[src/hdl/trigram_bloom_signature_macros.svh]
// Assertion helpers for the block's top module.
// Every property is sampled on the rising edge of clock and is off while reset is high.
`ifndef TRIGRAM_BLOOM_SIGNATURE_MACROS_SVH
`define TRIGRAM_BLOOM_SIGNATURE_MACROS_SVH

// The consequent is checked in the same cycle as the antecedent.
`define TBS_ASSERT_IMP(label, ante, cons) \
   label: assert property (@(posedge clock) disable iff (reset) (ante) |-> cons) \
      else $error("tbs: same-cycle check failed");

// The consequent is checked in the cycle after the antecedent.
`define TBS_ASSERT_NXT(label, ante, cons) \
   label: assert property (@(posedge clock) disable iff (reset) (ante) |=> cons) \
      else $error("tbs: next-cycle check failed");

`endif

[src/hdl/tbs_pkg.sv]
package tbs_pkg;

   localparam int SLOT_W = 3;
   localparam int BYTE_W = 8;
   localparam int MAP_W = 256;
   localparam int PROBES = 4;
   localparam int KEY_W = 3 * BYTE_W;
   // The low byte of the final hash needs product bits up to bit 40 (bit 7 plus the 33 shift).
   localparam int MIX_W = 41;
   localparam int MUL_HI_W = MIX_W - 32;

   // Request kinds.
   localparam logic FUNC_BUILD = 1'b0;
   localparam logic FUNC_PROBE = 1'b1;

   // Hash multiplier split into its low 32 bits and the bits 40..32 above them.
   localparam logic [31:0] HASH_MUL_LO = 32'hed55_8ccd;
   localparam logic [MUL_HI_W-1:0] HASH_MUL_HI = 9'h1d7;

   // Low byte of k times the probe step, for k = 0..3.
   localparam logic [BYTE_W-1:0] PROBE_OFS [PROBES] = '{8'h00, 8'h15, 8'h2a, 8'h3f};

   // One request as it travels down the pipeline.
   typedef struct packed {
      logic              func;
      logic [SLOT_W-1:0] slot;
      logic [BYTE_W-1:0] data_byte;
      logic              first;
      logic              last;
      logic              trigram;
   } tbs_item_type;

endpackage

[src/hdl/tbs_hash.sv]
module tbs_hash
   import tbs_pkg::*;
(
   input  logic               clock,
   input  logic               reset,
   input  logic               in_valid,
   input  tbs_item_type       in_item,
   input  logic [KEY_W-1:0]   in_key,
   output logic               out_valid,
   output tbs_item_type       out_item,
   output logic [BYTE_W-1:0]  out_hash
);

   logic                valid_ff;
   tbs_item_type        item_ff;
   logic [MIX_W-1:0]    mix_ff;
   logic [MIX_W-1:0]    mix_in;
   logic [55:0]         lo_prod;
   logic [17:0]         hi_prod;

   // Trigram times the hash multiplier, kept modulo 2^41.
   // The high part only contributes its low nine bits above bit 32.
   always_comb begin
      lo_prod = 56'(in_key) * 56'(HASH_MUL_LO);
      hi_prod = 18'(in_key[MUL_HI_W-1:0]) * 18'(HASH_MUL_HI);
      mix_in  = lo_prod[MIX_W-1:0] + {hi_prod[MUL_HI_W-1:0], 32'd0};
   end

   always_ff @(posedge clock) begin
      if (reset) begin
         valid_ff <= 1'b0;
      end else begin
         valid_ff <= in_valid;
      end
      item_ff <= in_item;
      mix_ff  <= mix_in;
   end

   // Final fold x ^= x >> 33, restricted to the byte that selects probe bits.
   assign out_valid = valid_ff;
   assign out_item  = item_ff;
   assign out_hash  = mix_ff[BYTE_W-1:0] ^ mix_ff[33 +: BYTE_W];

endmodule

[config.mk]
export PLATFORM = sky130hd
export DESIGN_NAME = tbs_hash
export DESIGN_NICKNAME = d
export VERILOG_FILES = /design/src/hdl/trigram_bloom_signature_macros.svh /design/src/hdl/tbs_pkg.sv /design/src/hdl/tbs_hash.sv
export SDC_FILE = /design/constraint.sdc
export NUM_CORES = 1
export LEC_CHECK = 0
export BUFFER_PORTS_ARGS = -buffer_cell sky130_fd_sc_hd__buf_2
export CORE_ASPECT_RATIO = 0.5
export CORE_UTILIZATION = 42
export DETAILED_ROUTE_END_ITERATION = 10
export PLACE_DENSITY_LB_ADDON = 0.15
export SLEW_MARGIN = 20
export SYNTH_ARGS = -nofsm -noshare
export SYNTH_HDL_FRONTEND = slang
export SYNTH_SLANG_ARGS = --single-unit
[constraint.sdc]
create_clock -name clock -period 23.3 [get_ports clock]
set_input_delay 6.99 -clock clock [delete_from_list [all_inputs] [get_ports clock]]
set_output_delay 6.99 -clock clock [all_outputs]
set_load 0.02 [all_outputs]
==> results of run 1 <==
[cell type report]
type                            instances  area (µm²)
Fill cell                            2549       14280
Multi-Input combinational cell        681        9360
Inverter                              427        1603
Sequential cell                        32       640.6
Tap cell                              352       440.4
Timing Repair Buffer                   65       325.3
Clock buffer                            5       125.1
Clock inverter                          3       23.77
[flip-flops by register name, indices dropped and copies added (netlist names)]
name       count
out_valid      1
mix_ff        16
out_item      15
[layer usage]
metal  wire [µm]  track usage
met1       17080       0.3981
met2       13230       0.3506
met3        2353      0.04509
met4          64      0.01169
met5           0            0
[critical path, cell delays in order]
cell and delay [ns]:
sky130_fd_sc_hd__buf_2 0.36, sky130_fd_sc_hd__inv_1 0.22, sky130_fd_sc_hd__fa_1 0.64, sky130_fd_sc_hd__inv_1 0.07, sky130_fd_sc_hd__ha_1 0.32, sky130_fd_sc_hd__fa_1 0.49
sky130_fd_sc_hd__fa_1 0.42, sky130_fd_sc_hd__xor2_1 0.16, sky130_fd_sc_hd__ha_1 0.29, sky130_fd_sc_hd__fa_1 0.49, sky130_fd_sc_hd__fa_1 0.54, sky130_fd_sc_hd__inv_1 0.05
sky130_fd_sc_hd__fa_1 0.66, sky130_fd_sc_hd__inv_1 0.09, sky130_fd_sc_hd__ha_1 0.40, sky130_fd_sc_hd__a21o_1 0.24, sky130_fd_sc_hd__a21o_1 0.17, sky130_fd_sc_hd__a21oi_1 0.18
sky130_fd_sc_hd__nand3b_1 0.09, sky130_fd_sc_hd__o21ai_0 0.22, sky130_fd_sc_hd__xnor2_1 0.10
[cell usage in the layout, fill, tap and decap left out, types with 2 or more instances in the layout]
cell type and instances:
sky130_fd_sc_hd__clkinvlp_4 2, sky130_fd_sc_hd__buf_2 65, sky130_fd_sc_hd__nand2b_1 2, sky130_fd_sc_hd__clkbuf_16 5, sky130_fd_sc_hd__nor3_1 4, sky130_fd_sc_hd__inv_1 427
sky130_fd_sc_hd__xnor2_1 31, sky130_fd_sc_hd__nand2_1 17, sky130_fd_sc_hd__o21a_1 3, sky130_fd_sc_hd__nand3_1 7, sky130_fd_sc_hd__a21oi_1 27, sky130_fd_sc_hd__xor2_1 14
sky130_fd_sc_hd__ha_1 226, sky130_fd_sc_hd__nand4_1 3, sky130_fd_sc_hd__fa_1 264, sky130_fd_sc_hd__o21ai_0 15, sky130_fd_sc_hd__o211ai_1 4, sky130_fd_sc_hd__nor4_1 2
sky130_fd_sc_hd__a21o_1 13, sky130_fd_sc_hd__nor2_1 13, sky130_fd_sc_hd__and3_1 3, sky130_fd_sc_hd__o31ai_1 2, sky130_fd_sc_hd__dfxtp_1 32, sky130_fd_sc_hd__or2_2 5
sky130_fd_sc_hd__o211a_1 3, sky130_fd_sc_hd__nor2b_1 3, sky130_fd_sc_hd__a211oi_1 6
[cells by family after synthesis]
family	after synthesis	synth area share
fa+ha+maj	490	0.6983
buf+inv	430	0.1392
compound gates	83	0.04641
simple gates	63	0.02703
xor+xnor	45	0.03392
flops	32	0.05514
[metrics by stage]
stage	worst slack (ns)	instance area, µm²	util	cells	hold WS, ns
final	10.24	12520	0.4671	1565	6.814
after global routing	9.870	12520	0.4671	1565	6.809
after CTS	10.26	12520	0.4671	1565	6.808
after detailed placement	9.987	12370	0.4615	1557	7.094
after global placement	10.13	12370	0.4615	1557	7.093
after floorplan	10.78	11620	-	1143	7.018
[path summary, 6_finish.rpt]
path | to | slack, ns | depth (start not counted)
setup / recovery | mix_ff[40] | 10.24 | 21
hold / removal | out_item[8] | 6.81 | 1
==> results_dict.tcl, run 1 <==
set metrics [dict create \
    end_kind "flip-flop" \
    grt_remaining_overflow 0 \
    cp_max_fo 13 \
    grt_setup_unrepaired "false" \
    synth_fp_nets 1675 \
    postSynth.asyncResetShare 0 \
    die_h_um 119.6 \
    number_of_enable_flip_flop_cells_after_synthesis 0 \
    insertedDiodeCount 0 \
    ctsLongestPathBuffers 2 \
    std_cell_rows 42 \
    cts_resized 0 \
    synthesis.area_um2 11620 \
    tritoncts "yes" \
    report.final.slew_viol_count 0 \
    critical_path.startpoint "in_key[0]" \
    antenna_violating_nets_post_route 0 \
    synth_flop_cell "sky130_fd_sc_hd__dfxtp_1" \
    yosysMostFrequentCell "sky130_fd_sc_hd__inv_1" \
    die_w_um 237.2 \
    num_vias 7589 \
    grt_first_pass_wirelength_mm 50.45 \
    yosys_register_bits 32 \
    maxClockFrequency_mhz 76.55 \
    gpl.final_weighted_congestion 0.9372 \
    dr_drc_count 0 \
    via_per_inst 4.849 \
    register_area_share_after_synthesis 0.05514 \
    report.final.hold_viol_count 0 \
    clk_transition_reported_paths_ns 0.06 \
    area_growth_syn_to_layout_pct 7.743 \
    report.final.setup_viol 0 \
    cp-start-kind "primary input" \
    cts_made_buffers 5 \
    detailed_router_iteration_count_before_antenna_repair 5 \
    fp.coreArea_um2 26800 \
    netlist-cell-type-count 40 \
    worst_ep_arrival_time_ns 13.19 \
    critical_path_required_ns 23.43 \
    postCtsHoldBufs 0 \
    cts_max_level 2 \
    route.final.wire_length_mm 32.74 \
    pin_count_of_the_biggest_net_entering_global_routing 14 \
    initial_utilization 0.4335 \
    design.portCount 66 \
    initial_antenna_violation_count 0 \
    post_dp_hpwl_mm 30.53 \
    synthTopCellsByArea "sky130_fd_sc_hd__fa_1 (45%), sky130_fd_sc_hd__ha_1 (24%), sky130_fd_sc_hd__inv_1 (14%), sky130_fd_sc_hd__dfxtp_1 (5.5%), sky130_fd_sc_hd__xnor2_1 (2.3%)" \
    wire_per_inst_um 20.92 \
    fp.dieArea_um2 28370 \
    max_transition_margin 0.2533 \
    min_period_over_period 0.5606 \
    finish.net_count 1744 \
    synth_warnings 0 \
    drv_cap 0 \
    global_route.usage.total 0.2457 \
    place.port_buffers 65 \
    worst_pin_slew_ns 1.092 \
    netlist.top_cell.by_area "sky130_fd_sc_hd__fa_1" \
    worst_hold_path_type "primary input to flip-flop" \
    result_of_the_run "finished, final reports clean" \
    cp_class "primary input to flip-flop" \
    post_synth.cell_area_avg_um2 10.17 \
    yosys-top-cells-count "sky130_fd_sc_hd__inv_1 (427), sky130_fd_sc_hd__fa_1 (264), sky130_fd_sc_hd__ha_1 (226)" \
    drive_gt1_frac 0.06513 \
    postCtsSetupRepairBufs 0 \
    ctsRootBufferMaster "sky130_fd_sc_hd__clkbuf_16" \
    via_count_of_the_first_global_routing_pass 8292 \
    setup_tns_ns 0 \
    detail_route.iter0.violations 504 \
    post_synth_inst_count 1143 \
    final_period_minus_worst_setup_slack_ns 13.06 \
    clkSinkCount 32 \
    synth_largest_type_area_fraction 0.4549 \
    worstHoldStart "in_item[8]" \
]
Power of run 1 is not shown: default switching activity piles up to over one toggle a cycle in this logic, so the estimate is an artifact.
==> run 2, diff against run 1 <==
Clock period 23.3 ns to 11.5 ns, I/O delays scaled along.
==> run 2 against run 1 <==
Hold slack got worse by 3.5 ns. Sequential cell count did not move. Utilization rose by 0.061 points. Sequential share of layout area barely moved.
==> results_dict.tcl, run 2 (synthesized netlist as in run 1, its figures left out) <==
set metrics [dict create \
    critical_path_required_ns 11.63 \
    layout.cells.most_common_list "sky130_fd_sc_hd__inv_1 (427), sky130_fd_sc_hd__fa_1 (264), sky130_fd_sc_hd__ha_1 (226)" \
    fillCellCount 2585 \
    cts_max_level 2 \
    worst_hold_path_type "primary input to flip-flop" \
    place.port_buffers 65 \
    grt_remaining_overflow 0 \
    detail_route.iter0.violations 399 \
    postCtsHoldBufs 0 \
    finalInstanceArea_um2 12530 \
    tritoncts "yes" \
    wire_per_inst_um 21.08 \
    insertedDiodeCount 0 \
    clk_transition_reported_paths_ns 0.05 \
    std_cell_rows 42 \
    initial_utilization 0.4335 \
    largest_register_ffs 16 \
    die_h_um 119.6 \
    worst_ep_arrival_time_ns 9.60 \
    leading_cell_type_in_the_layout_fill_and_taps_excluded "sky130_fd_sc_hd__inv_1" \
    cts_resized 0 \
    max_transition_margin 0.4020 \
    cp-start-kind "primary input" \
    worst_pin_slew_ns 0.8947 \
    min_period_over_period 0.8235 \
    pin_count_of_the_biggest_net_entering_global_routing 14 \
    cp_class "primary input to flip-flop" \
    dp_worst_setup_slack_ns 1.783 \
    most_flop_heavy_register "mix_ff" \
    report.final.setup_viol 0 \
    gpl.final_weighted_congestion 0.9625 \
    layout_setup_ws_ns 2.030 \
    report.final.hold_viol_count 0 \
    grt_setup_unrepaired "false" \
    report.final.slew_viol_count 0 \
    finish.net_count 1744 \
    design.portCount 66 \
    route.final.wire_length_mm 33.00 \
    antenna_violating_nets_post_route 0 \
    fp.coreArea_um2 26800 \
    initial_antenna_violation_count 0 \
    ctsLongestPathBuffers 2 \
    die_w_um 237.2 \
    fp.dieArea_um2 28370 \
    post_dp_hpwl_mm 31.11 \
    global_route.usage.total 0.2491 \
    end_kind "flip-flop" \
    area_growth_syn_to_layout_pct 7.883 \
    drv_cap 0 \
    maxClockFrequency_mhz 105.6 \
    cp_max_fo 13 \
    ctsRootBufferMaster "sky130_fd_sc_hd__clkbuf_16" \
    postCtsSetupRepairBufs 0 \
    dpl-instance-area_um2 12370 \
    dr_drc_count 0 \
    via_per_inst 4.835 \
    result_of_the_run "finished, final reports clean" \
    detailed_router_iteration_count_before_antenna_repair 5 \
    clkSinkCount 32 \
    num_vias 7567 \
    final_period_minus_worst_setup_slack_ns 9.470 \
    setup_tns_ns 0 \
    grt_first_pass_wirelength_mm 51.39 \
    drive_gt1_frac 0.06430 \
    cts_made_buffers 5 \
    via_count_of_the_first_global_routing_pass 8466 \
]
-- run 2: cell types whose count changed in the layout (fill, tap and decap cells not counted) --
cell / previous run / this run
sky130_fd_sc_hd__a2111oi_1: 0 / 1
sky130_fd_sc_hd__clkinvlp_4: 2 / 0
sky130_fd_sc_hd__clkinv_4: 1 / 0
sky130_fd_sc_hd__clkinv_2: 0 / 1
sky130_fd_sc_hd__a2111oi_0: 1 / 0
sky130_fd_sc_hd__bufinv_16: 0 / 1
sky130_fd_sc_hd__clkbuf_1: 0 / 1
-- run 2: layout make-up --
| class | instances | area [µm²] | share of cell area |
|---|---|---|---|
| Clock buffer | 6 | 128.9 | 0.01028 |
| Clock inverter | 2 | 35.03 | 0.002795 |
| Inverter | 427 | 1603 | 0.1279 |
| Multi-Input combinational cell | 681 | 9361 | 0.7469 |
| Sequential cell | 32 | 640.6 | 0.05111 |
| Tap cell | 352 | 440.4 | 0.03514 |
| Timing Repair Buffer | 65 | 325.3 | 0.02595 |
-- run 2: final timing paths --
path	start	endpoint	slack, ns	depth (start not counted)
hold / removal	in_item[1]	out_item[1]	3.27	1
setup / recovery	in_key[0]	mix_ff[40]	2.03	21
-- run 2: critical path: stages --
cell and delay, ns:
sky130_fd_sc_hd__buf_2 0.35, sky130_fd_sc_hd__inv_1 0.22, sky130_fd_sc_hd__fa_1 0.64, sky130_fd_sc_hd__inv_1 0.07, sky130_fd_sc_hd__ha_1 0.30, sky130_fd_sc_hd__fa_1 0.49, sky130_fd_sc_hd__fa_1 0.43, sky130_fd_sc_hd__xor2_1 0.17
sky130_fd_sc_hd__ha_1 0.29, sky130_fd_sc_hd__fa_1 0.49, sky130_fd_sc_hd__fa_1 0.55, sky130_fd_sc_hd__inv_1 0.05, sky130_fd_sc_hd__fa_1 0.66, sky130_fd_sc_hd__inv_1 0.08, sky130_fd_sc_hd__ha_1 0.40, sky130_fd_sc_hd__a21o_1 0.23
sky130_fd_sc_hd__a21o_1 0.17, sky130_fd_sc_hd__a21oi_1 0.18, sky130_fd_sc_hd__nand3b_1 0.09, sky130_fd_sc_hd__o21ai_0 0.22, sky130_fd_sc_hd__xnor2_1 0.08
-- run 2: metrics by stage --
| stage | utilization | hold slack, ns | instances |
|---|---|---|---|
| 2_1_floorplan | - | 3.478 | 1143 |
| 3_3_place_gp | 0.4615 | 3.553 | 1557 |
| 3_5_place_dp | 0.4615 | 3.554 | 1557 |
| 4_1_cts | 0.4676 | 3.271 | 1565 |
| 5_1_grt | 0.4677 | 3.265 | 1565 |
| 6_report | 0.4677 | 3.275 | 1565 |
-- run 2: layer usage --
metal / vias to the layer above / GRT usage / routed length (µm)
li1: 3509 / - / -
met1: 3901 / 0.4041 / 17330
met2: 155 / 0.3609 / 13370
met3: 2 / 0.04003 / 2264
met4: 0 / 0.008468 / 27
met5: - / 0 / 0
Power of run 2 is left out for the same reason.
==> run 3, diff against run 2 <==
Clock period 11.5 ns to 8.8 ns, I/O delays scaled along.
==> run 3 against run 2 <==
Count of clock-buffer cells in the layout did not move. Routed wire length rose by 1.6%. Utilization rose by 0.95 points. First-iteration DRC count rose by 0.75%. Final cell count up 2.2%. Non-clock buffer count up 34. Critical path type unchanged. Critical endpoint is now mix_ff[36]. Largest cell class unchanged. Highest routed layer unchanged.
==> results_dict.tcl, run 3 (synthesized netlist as in run 1, its figures left out) <==
set metrics [dict create \
    critical_path_required_ns 8.96 \
    worst_ep_arrival_time_ns 8.53 \
    finish.net_count 1778 \
    drive_gt1_frac 0.08982 \
    wire_per_inst_um 20.97 \
    route.final.wire_length_mm 33.53 \
    initial_antenna_violation_count 0 \
    report.final.slew_viol_count 0 \
    antenna_violating_nets_post_route 0 \
    via_per_inst 4.784 \
    clk_transition_reported_paths_ns 0.05 \
    ctsLongestPathBuffers 2 \
    met3_wirelength_mm 2.624 \
    cp-start-kind "primary input" \
    met2RoutedLength_mm 13.18 \
    global_route.usage.total 0.2516 \
    std_cell_rows 42 \
    tritoncts "yes" \
    cts_made_buffers 5 \
    report.final.setup_viol 0 \
    insertedDiodeCount 0 \
    highest_routing_layer_actually_used "met4" \
    layout_setup_ws_ns 0.4306 \
    die_h_um 119.6 \
    dpl-instance-area_um2 12620 \
    setup_tns_ns 0 \
    die_w_um 237.2 \
    via_count_of_the_first_global_routing_pass 8394 \
    dp_worst_setup_slack_ns 0.1708 \
    cp_class "primary input to flip-flop" \
    end_kind "flip-flop" \
    fp.coreArea_um2 26800 \
    post_dp_hpwl_mm 31.83 \
    drv_cap 0 \
    detail_route.iter0.violations 402 \
    max_transition_margin 0.6137 \
    largest_register_ffs 16 \
    layout.cells.most_common_list "sky130_fd_sc_hd__inv_1 (427), sky130_fd_sc_hd__fa_1 (264), sky130_fd_sc_hd__ha_1 (226)" \
    place.port_buffers 65 \
    cts_max_level 2 \
    cts_resized 0 \
    cp_max_fo 5 \
    area_growth_syn_to_layout_pct 10.07 \
    num_vias 7650 \
    gpl.final_weighted_congestion 0.9350 \
    min_period_over_period 0.9511 \
    final_period_minus_worst_setup_slack_ns 8.369 \
    dr_drc_count 0 \
    initial_utilization 0.4335 \
    report.final.hold_viol_count 0 \
    setup_crit_end "mix_ff[36]" \
    ctsRootBufferMaster "sky130_fd_sc_hd__clkbuf_16" \
    most_flop_heavy_register "mix_ff" \
    finalInstanceArea_um2 12790 \
    grt_setup_unrepaired "false" \
    detailed_router_iteration_count_before_antenna_repair 5 \
    m1WireLength_mm 17.51 \
    grt_remaining_overflow 0 \
    clkSinkCount 32 \
    fp.dieArea_um2 28370 \
    design.portCount 66 \
    critical_path.startpoint "in_key[0]" \
    leading_cell_type_in_the_layout_fill_and_taps_excluded "sky130_fd_sc_hd__inv_1" \
    postCtsHoldBufs 0 \
    postCtsSetupRepairBufs 0 \
    result_of_the_run "finished, final reports clean" \
    maxClockFrequency_mhz 119.5 \
    grt_first_pass_wirelength_mm 51.29 \
    pin_count_of_the_biggest_net_entering_global_routing 11 \
    worst_hold_path_type "primary input to flip-flop" \
    worst_pin_slew_ns 0.5649 \
]
==> run 3: cell count changes in the layout (fill, tap and decap cells not counted), sizes merged <==
cell and change:
buf +34
==> run 3: how the worst min path moves through the flow <==
stage | from | end | slack (ns) | cells after the start
after CTS | in_item[1] | out_item[1] | 2.46 | 1
after floorplan | in_key[0] | mix_ff[0] | 2.67 | 0
after global routing | in_item[1] | out_item[1] | 2.46 | 1
after global placement | in_item[9] | out_item[9] | 2.74 | 1
final | in_item[1] | out_item[1] | 2.47 | 1
after detailed placement | in_item[1] | out_item[1] | 2.74 | 1
==> run 3: area by class of cell <==
type | count | area, µm²
sequential | 32 | 640.6
multi-input combinational | 681 | 9360
clock buffer | 6 | 128.9
clock inverter | 2 | 35.03
timing repair buffer | 99 | 580.6
tap | 352 | 440.4
inverter | 427 | 1603
fill | 2541 | 14010
==> run 3: metrics by stage <==
step / util / std cells / hold slack, ns
finish: 0.4772 / 1599 / 2.471
global route: 0.4772 / 1599 / 2.461
CTS: 0.4772 / 1599 / 2.464
detailed placement: 0.4711 / 1591 / 2.744
global placement: 0.4711 / 1591 / 2.744
floorplan: - / 1143 / 2.668
==> run 3: routing by layer <==
| layer | vias to the layer above | track usage |
|---|---|---|
| met5 | - | 0 |
| met2 | 190 | 0.3508 |
| met1 | 3879 | 0.4047 |
| met3 | 8 | 0.05544 |
| li1 | 3573 | - |
| met4 | 0 | 0.02177 |
==> run 3: worst max-delay path: stages <==
cell and delay (ns):
sky130_fd_sc_hd__buf_2 0.15, sky130_fd_sc_hd__fa_1 0.57, sky130_fd_sc_hd__inv_1 0.06, sky130_fd_sc_hd__fa_1 0.53
sky130_fd_sc_hd__fa_1 0.55, sky130_fd_sc_hd__inv_1 0.06, sky130_fd_sc_hd__fa_1 0.49, sky130_fd_sc_hd__inv_1 0.05
sky130_fd_sc_hd__fa_1 0.53, sky130_fd_sc_hd__inv_1 0.05, sky130_fd_sc_hd__fa_1 0.47, sky130_fd_sc_hd__inv_1 0.05
sky130_fd_sc_hd__fa_1 0.49, sky130_fd_sc_hd__inv_1 0.06, sky130_fd_sc_hd__ha_1 0.29, sky130_fd_sc_hd__a21o_1 0.20
sky130_fd_sc_hd__a221o_1 0.34, sky130_fd_sc_hd__a21oi_1 0.14, sky130_fd_sc_hd__o21ai_1 0.15, sky130_fd_sc_hd__or4b_1 0.54
sky130_fd_sc_hd__o311a_1 0.12
Power of run 3 is left out for the same reason.
